`src/rtl/assert_macros.svh`:
```
// assertion macros shared by the route sequencer modules
`ifndef ASSERT_MACROS_SVH
`define ASSERT_MACROS_SVH
`ifndef NO_ASSERTIONS
`define ASSERT_IMPL(lbl, clk, rst, ante, cons, msg) \
  lbl: assert property (@(posedge clk) disable iff (rst) (ante) |-> (cons)) else $error(msg);
`define ASSERT_NEXT(lbl, clk, rst, ante, cons, msg) \
  lbl: assert property (@(posedge clk) disable iff (rst) (ante) |=> (cons)) else $error(msg);
`else
`define ASSERT_IMPL(lbl, clk, rst, ante, cons, msg)
`define ASSERT_NEXT(lbl, clk, rst, ante, cons, msg)
`endif
`endif

```
`src/rtl/wrs_pkg.sv`:
```
// types and constants of the waypoint route sequencer
package wrs_pkg;

  localparam int CW      = 24;
  localparam int MAX_WP  = 64;
  localparam int IDX_W   = $clog2(MAX_WP + 1);
  localparam int ADDR_W  = $clog2(MAX_WP);
  localparam int HOLD_W  = 17;
  localparam int CFG_W   = 16;
  localparam int CFG_IDX_W = 2;
  localparam int REQ_W   = 3;
  localparam int MODE_W  = 3;
  localparam int PROD_W  = 2 * CW;
  localparam int ACC_W   = 2 * CW + 2;

  localparam logic [REQ_W-1:0] REQ_CLEAR = 3'd0;
  localparam logic [REQ_W-1:0] REQ_ADD   = 3'd1;
  localparam logic [REQ_W-1:0] REQ_START = 3'd2;
  localparam logic [REQ_W-1:0] REQ_TICK  = 3'd3;
  localparam logic [REQ_W-1:0] REQ_STOP  = 3'd4;
  localparam logic [REQ_W-1:0] REQ_RESET = 3'd5;

  localparam logic [MODE_W-1:0] MODE_NONE     = 3'd0;
  localparam logic [MODE_W-1:0] MODE_INIT     = 3'd1;
  localparam logic [MODE_W-1:0] MODE_GOTO     = 3'd2;
  localparam logic [MODE_W-1:0] MODE_FOLLOW   = 3'd3;
  localparam logic [MODE_W-1:0] MODE_HOLD     = 3'd4;
  localparam logic [MODE_W-1:0] MODE_FINISHED = 3'd5;

  localparam logic [CFG_IDX_W-1:0] CFG_PROXIMITY = 2'd0;
  localparam logic [CFG_IDX_W-1:0] CFG_HOLD      = 2'd1;
  localparam logic [CFG_IDX_W-1:0] CFG_REPEAT    = 2'd2;

  typedef struct packed {
    logic [REQ_W-1:0]     req_type;
    logic signed [CW-1:0] waypoint_x;
    logic signed [CW-1:0] waypoint_y;
    logic signed [CW-1:0] waypoint_z;
    logic signed [CW-1:0] vehicle_x;
    logic signed [CW-1:0] vehicle_y;
    logic signed [CW-1:0] vehicle_z;
    logic                 from_beginning;
  } item_t;

  typedef struct packed {
    logic                 goto_valid;
    logic signed [CW-1:0] goto_x;
    logic signed [CW-1:0] goto_y;
    logic signed [CW-1:0] goto_z;
    logic [MODE_W-1:0]    fsm_code;
    logic [IDX_W-1:0]     current_index;
    logic                 running;
    logic                 add_dropped;
  } result_t;

  typedef struct packed {
    logic signed [CW-1:0] x;
    logic signed [CW-1:0] y;
    logic signed [CW-1:0] z;
  } wp_t;

  typedef struct packed {
    logic       capture;
    logic       plan;
    logic       sq;
    logic [1:0] sq_step;
    logic       exec;
  } ctrl_cmd_t;

  typedef struct packed {
    logic need_dist;
  } ctrl_stat_t;

endpackage

```
`src/rtl/wrs_ctrl.sv`:
```
// sequencing state machine of the route sequencer
`include "assert_macros.svh"

module wrs_ctrl (
  input  logic               clk,
  input  logic               rst,
  input  logic               start,
  output logic               busy,
  input  wrs_pkg::ctrl_stat_t stat,
  output wrs_pkg::ctrl_cmd_t  cmd
);
  import wrs_pkg::*;

  localparam logic [1:0] S_IDLE = 2'd0;
  localparam logic [1:0] S_PLAN = 2'd1;
  localparam logic [1:0] S_SQ   = 2'd2;
  localparam logic [1:0] S_EXEC = 2'd3;

  logic [1:0] state;
  logic [1:0] step;

  always_ff @(posedge clk) begin
    if (rst) begin
      state <= S_IDLE;
      step  <= 2'd0;
    end else begin
      unique case (state)
        S_IDLE: begin
          if (start) state <= S_PLAN;
        end
        S_PLAN: begin
          step  <= 2'd0;
          state <= stat.need_dist ? S_SQ : S_EXEC;
        end
        S_SQ: begin
          step <= step + 2'd1;
          if (step == 2'd3) state <= S_EXEC;
        end
        S_EXEC: begin
          state <= S_IDLE;
        end
        default: state <= S_IDLE;
      endcase
    end
  end

  assign busy        = (state != S_IDLE);
  assign cmd.capture = (state == S_IDLE) && start;
  assign cmd.plan    = (state == S_PLAN);
  assign cmd.sq      = (state == S_SQ);
  assign cmd.sq_step = step;
  assign cmd.exec    = (state == S_EXEC);

  `ASSERT_NEXT(a_accept_plan, clk, rst, start && !busy, state == S_PLAN,
               "accepted transaction did not enter planning")
  `ASSERT_NEXT(a_sq_end, clk, rst, state == S_SQ && step == 2'd3, state == S_EXEC,
               "distance sequence did not end in execute")
  `ASSERT_NEXT(a_exec_once, clk, rst, state == S_EXEC, state == S_IDLE,
               "execute lasted more than one cycle")

endmodule

```
`config.mk`:
```
export PLATFORM = sky130hd
export DESIGN_NAME = wrs_ctrl
export DESIGN_NICKNAME = d
export VERILOG_FILES = /design/src/rtl/wrs_pkg.sv /design/src/rtl/wrs_ctrl.sv
export VERILOG_INCLUDE_DIRS = /design/src /design/src/rtl
export SDC_FILE = /design/constraint.sdc
export NUM_CORES = 1
export LEC_CHECK = 0
export ABC_AREA = 1
export BUFFER_PORTS_ARGS = -buffer_cell sky130_fd_sc_hd__buf_2
export CAP_MARGIN = 10
export CELL_PAD_IN_SITES_DETAIL_PLACEMENT = 0
export CELL_PAD_IN_SITES_GLOBAL_PLACEMENT = 1
export CORE_AREA = 4 4 41 43
export DETAILED_ROUTE_END_ITERATION = 16
export DIE_AREA = 0 0 45 47
export GPL_ROUTABILITY_DRIVEN = 0
export GPL_TIMING_DRIVEN = 0
export PLACE_DENSITY = 0.54
export SKIP_CTS_REPAIR_TIMING = 1
export SLEW_MARGIN = 20
export SYNTH_ARGS = -nofsm -noshare
export SYNTH_HDL_FRONTEND = slang
export SYNTH_SLANG_ARGS = --single-unit
```
`constraint.sdc`:
```
create_clock -name clk -period 1.3 [get_ports clk]
set_input_delay 0 -clock clk [delete_from_list [all_inputs] [get_ports clk]]
set_output_delay 0 -clock clk [all_outputs]
set_load 0.01 [all_outputs]
```
==> flow_metrics.tcl <==
set metrics [dict create \
    status "finished clean" \
    synth-async-reset-ratio 0 \
    cts.sinks 4 \
    path_class "reg2reg" \
    clock-root-buffer "clkbuf_4" \
    synth-edff-count 0 \
    instances_no_fill 67 \
    synth-seq-area-share 0.275 \
    netlist_area_um2 292 \
    rr_startpoint "state[1]$_SDFFE_PP0P_" \
    drtPass1Iterations 2 \
    min_from "stat" \
    skew_ns 0.00115 \
    cts_tree "built" \
    syn_inst 38 \
    drt-total-wl_um 581 \
    clkTransAtPathRegs_ns 0.04 \
    hold_depth 6 \
    rsz0062_at_grt "no" \
    grt_pass1_vias 241 \
    ctsHtreeMaxLevel 1 \
    r2r_slack_ns 0.13 \
    placed_cells 63 \
    yosysTopAreaCell "dfxtp_1" \
    post-synth-top-count-cell "inv_1" \
    die_height_um 47 \
    min_period_ns 1.17 \
    finalHoldViolCount 0 \
    row_count 13 \
    rr_worst_depth 4 \
    power.total_w 0.000887 \
    layout-drive-gt1-share 0.385 \
    cts_buffer_depth 2 \
    port_buffers 10 \
    design_area_um2 408 \
    diodes 0 \
    leakagePower_nw 0.224 \
    synthDistinctLibCells 10 \
    yosys_warnings 0 \
    grt_antenna_before_repair 0 \
    hp-class "in2reg" \
    synth_top_area_frac 0.275 \
    final_max_slew_viol_count 0 \
    synthTopCellsByArea "dfxtp_1 27%, ha_1 26%, inv_1 12%, nand2_1 10%, a21oi_2 6.0%" \
    syn_avg_cell_area_um2 7.67 \
    clkLatencyLatePin_ns 0.23 \
    synth.top_cells.by_count "9 x inv_1, 8 x nand2_1, 6 x ha_1" \
    drc 0 \
    arrival_ns 1.31 \
    ys_ff_latch 4 \
    dieArea_um2 2120 \
    syn-num-nets 48 \
    globalRouteTotalUtil 0.0742 \
    vias 263 \
    maxCapViolCount 0 \
    grt_pass1_wl_mm 1.03 \
    avgViaCountPerCell 3.93 \
    peakVddDrop_v 0.000726 \
    power_density_nw_per_um2 2170 \
    drtIter0Drc 3 \
    min_to "state[0]$_SDFFE_PP0P_" \
    cts_made_buffers 3 \
    startpoint_type "flip-flop" \
    core_area_um2 1300 \
    crit_fanout 5 \
    die_w_um 45 \
    ios 11 \
    syn_to_final_growth_pct 39.9 \
    grt_max_degree 6 \
    placed_area_um2 360 \
    nets 64 \
    finalCritPeriodShare 0.898 \
    worst_pin_slew_ns 0.190 \
    finalSetupViolCount 0 \
    ys.flop_type "dfxtp_1" \
    reg2reg_to "step[0]$_SDFFE_PP0P_" \
    ant_nets 0 \
    initial_core_util 0.224 \
    grt_overflow_total 0 \
    critPathCaptureType "flip-flop" \
    required_ns 1.45 \
    dp_hpwl_um 447 \
    fill_cells 154 \
    slew_headroom 0.873 \
    fmax_mhz 856 \
    wire_per_inst_um 8.67 \
    fin_setup_tns_ns 0 \
]
-- state kept, by name, summed over array words and instances (netlist names) --
register / flops
step: 2
state: 2
-- layout by cell type (no fill, tap or decap), drive strengths merged --
master,instances
ha,6
a21oi,4
inv,9
dlygate4sd3,1
nand2,10
nand3,4
a211oi,1
buf,10
clkbuf,3
dfxtp,4
-- power breakdown --
part / leakage [nW] / switching, W / internal (W) / total (W)
Combinational: 0.177 / 0.000295 / 0.000242 / 0.000537
Clock: 0.0138 / 0.0000488 / 0.000103 / 0.000152
Sequential: 0.0327 / 0.0000406 / 0.000158 / 0.000199
Total: 0.224 / 0.000384 / 0.000503 / 0.000887
-- worst max-delay path, cell delays in order (launching register included) --
cell	delay [ns]
dfxtp_1	0.40
inv_1	0.14
ha_4	0.31
a21oi_1	0.06
a211oi_1	0.16
-- area by class of cell --
type                    instances  area (um2)  share of cell area
inverters                       9        33.8              0.0828
clock buffers                   3        22.5              0.0552
flip-flops and latches          4        80.1               0.196
well taps                      15        18.8              0.0460
multi-input cells              25         193               0.472
repair buffers                 11        60.1               0.147
-- logic make-up after synthesis --
family	share of synthesized area
compound gates	0.120
fa+ha+maj	0.258
buf+inv	0.116
flops	0.275
simple gates	0.232
-- layer usage --
layer	up-vias	GRT usage	routed length [um]
li1	145	-	-
met1	107	0.0795	261
met2	7	0.0960	258
met3	4	0.0268	37
met4	0	0.105	24
met5	-	0	0
-- metrics by stage --
step                 util  hold slack, ns  setup slack (ns)
global placement    0.277           0.227            0.0551
finish              0.313           0.155             0.132
detailed placement  0.277           0.226            0.0777
floorplan               -          0.0624             0.203
CTS                 0.294         -0.0301            0.0554
global route        0.313           0.199           0.00214
-- worst max path at each step --
stage	to	start	cells after the start	slack, ns
detailed placement	step[0]$_SDFFE_PP0P_	state[1]$_SDFFE_PP0P_	4	0.08
CTS	step[0]$_SDFFE_PP0P_	state[1]$_SDFFE_PP0P_	4	0.06
finish	step[0]$_SDFFE_PP0P_	state[1]$_SDFFE_PP0P_	4	0.13
global route	step[0]$_SDFFE_PP0P_	state[1]$_SDFFE_PP0P_	4	0.002
global placement	step[0]$_SDFFE_PP0P_	state[1]$_SDFFE_PP0P_	4	0.06
floorplan	state[0]$_SDFFE_PP0P_	state[0]$_SDFFE_PP0P_	5	0.20
Note: power is estimated with default switching activity, not from simulation.
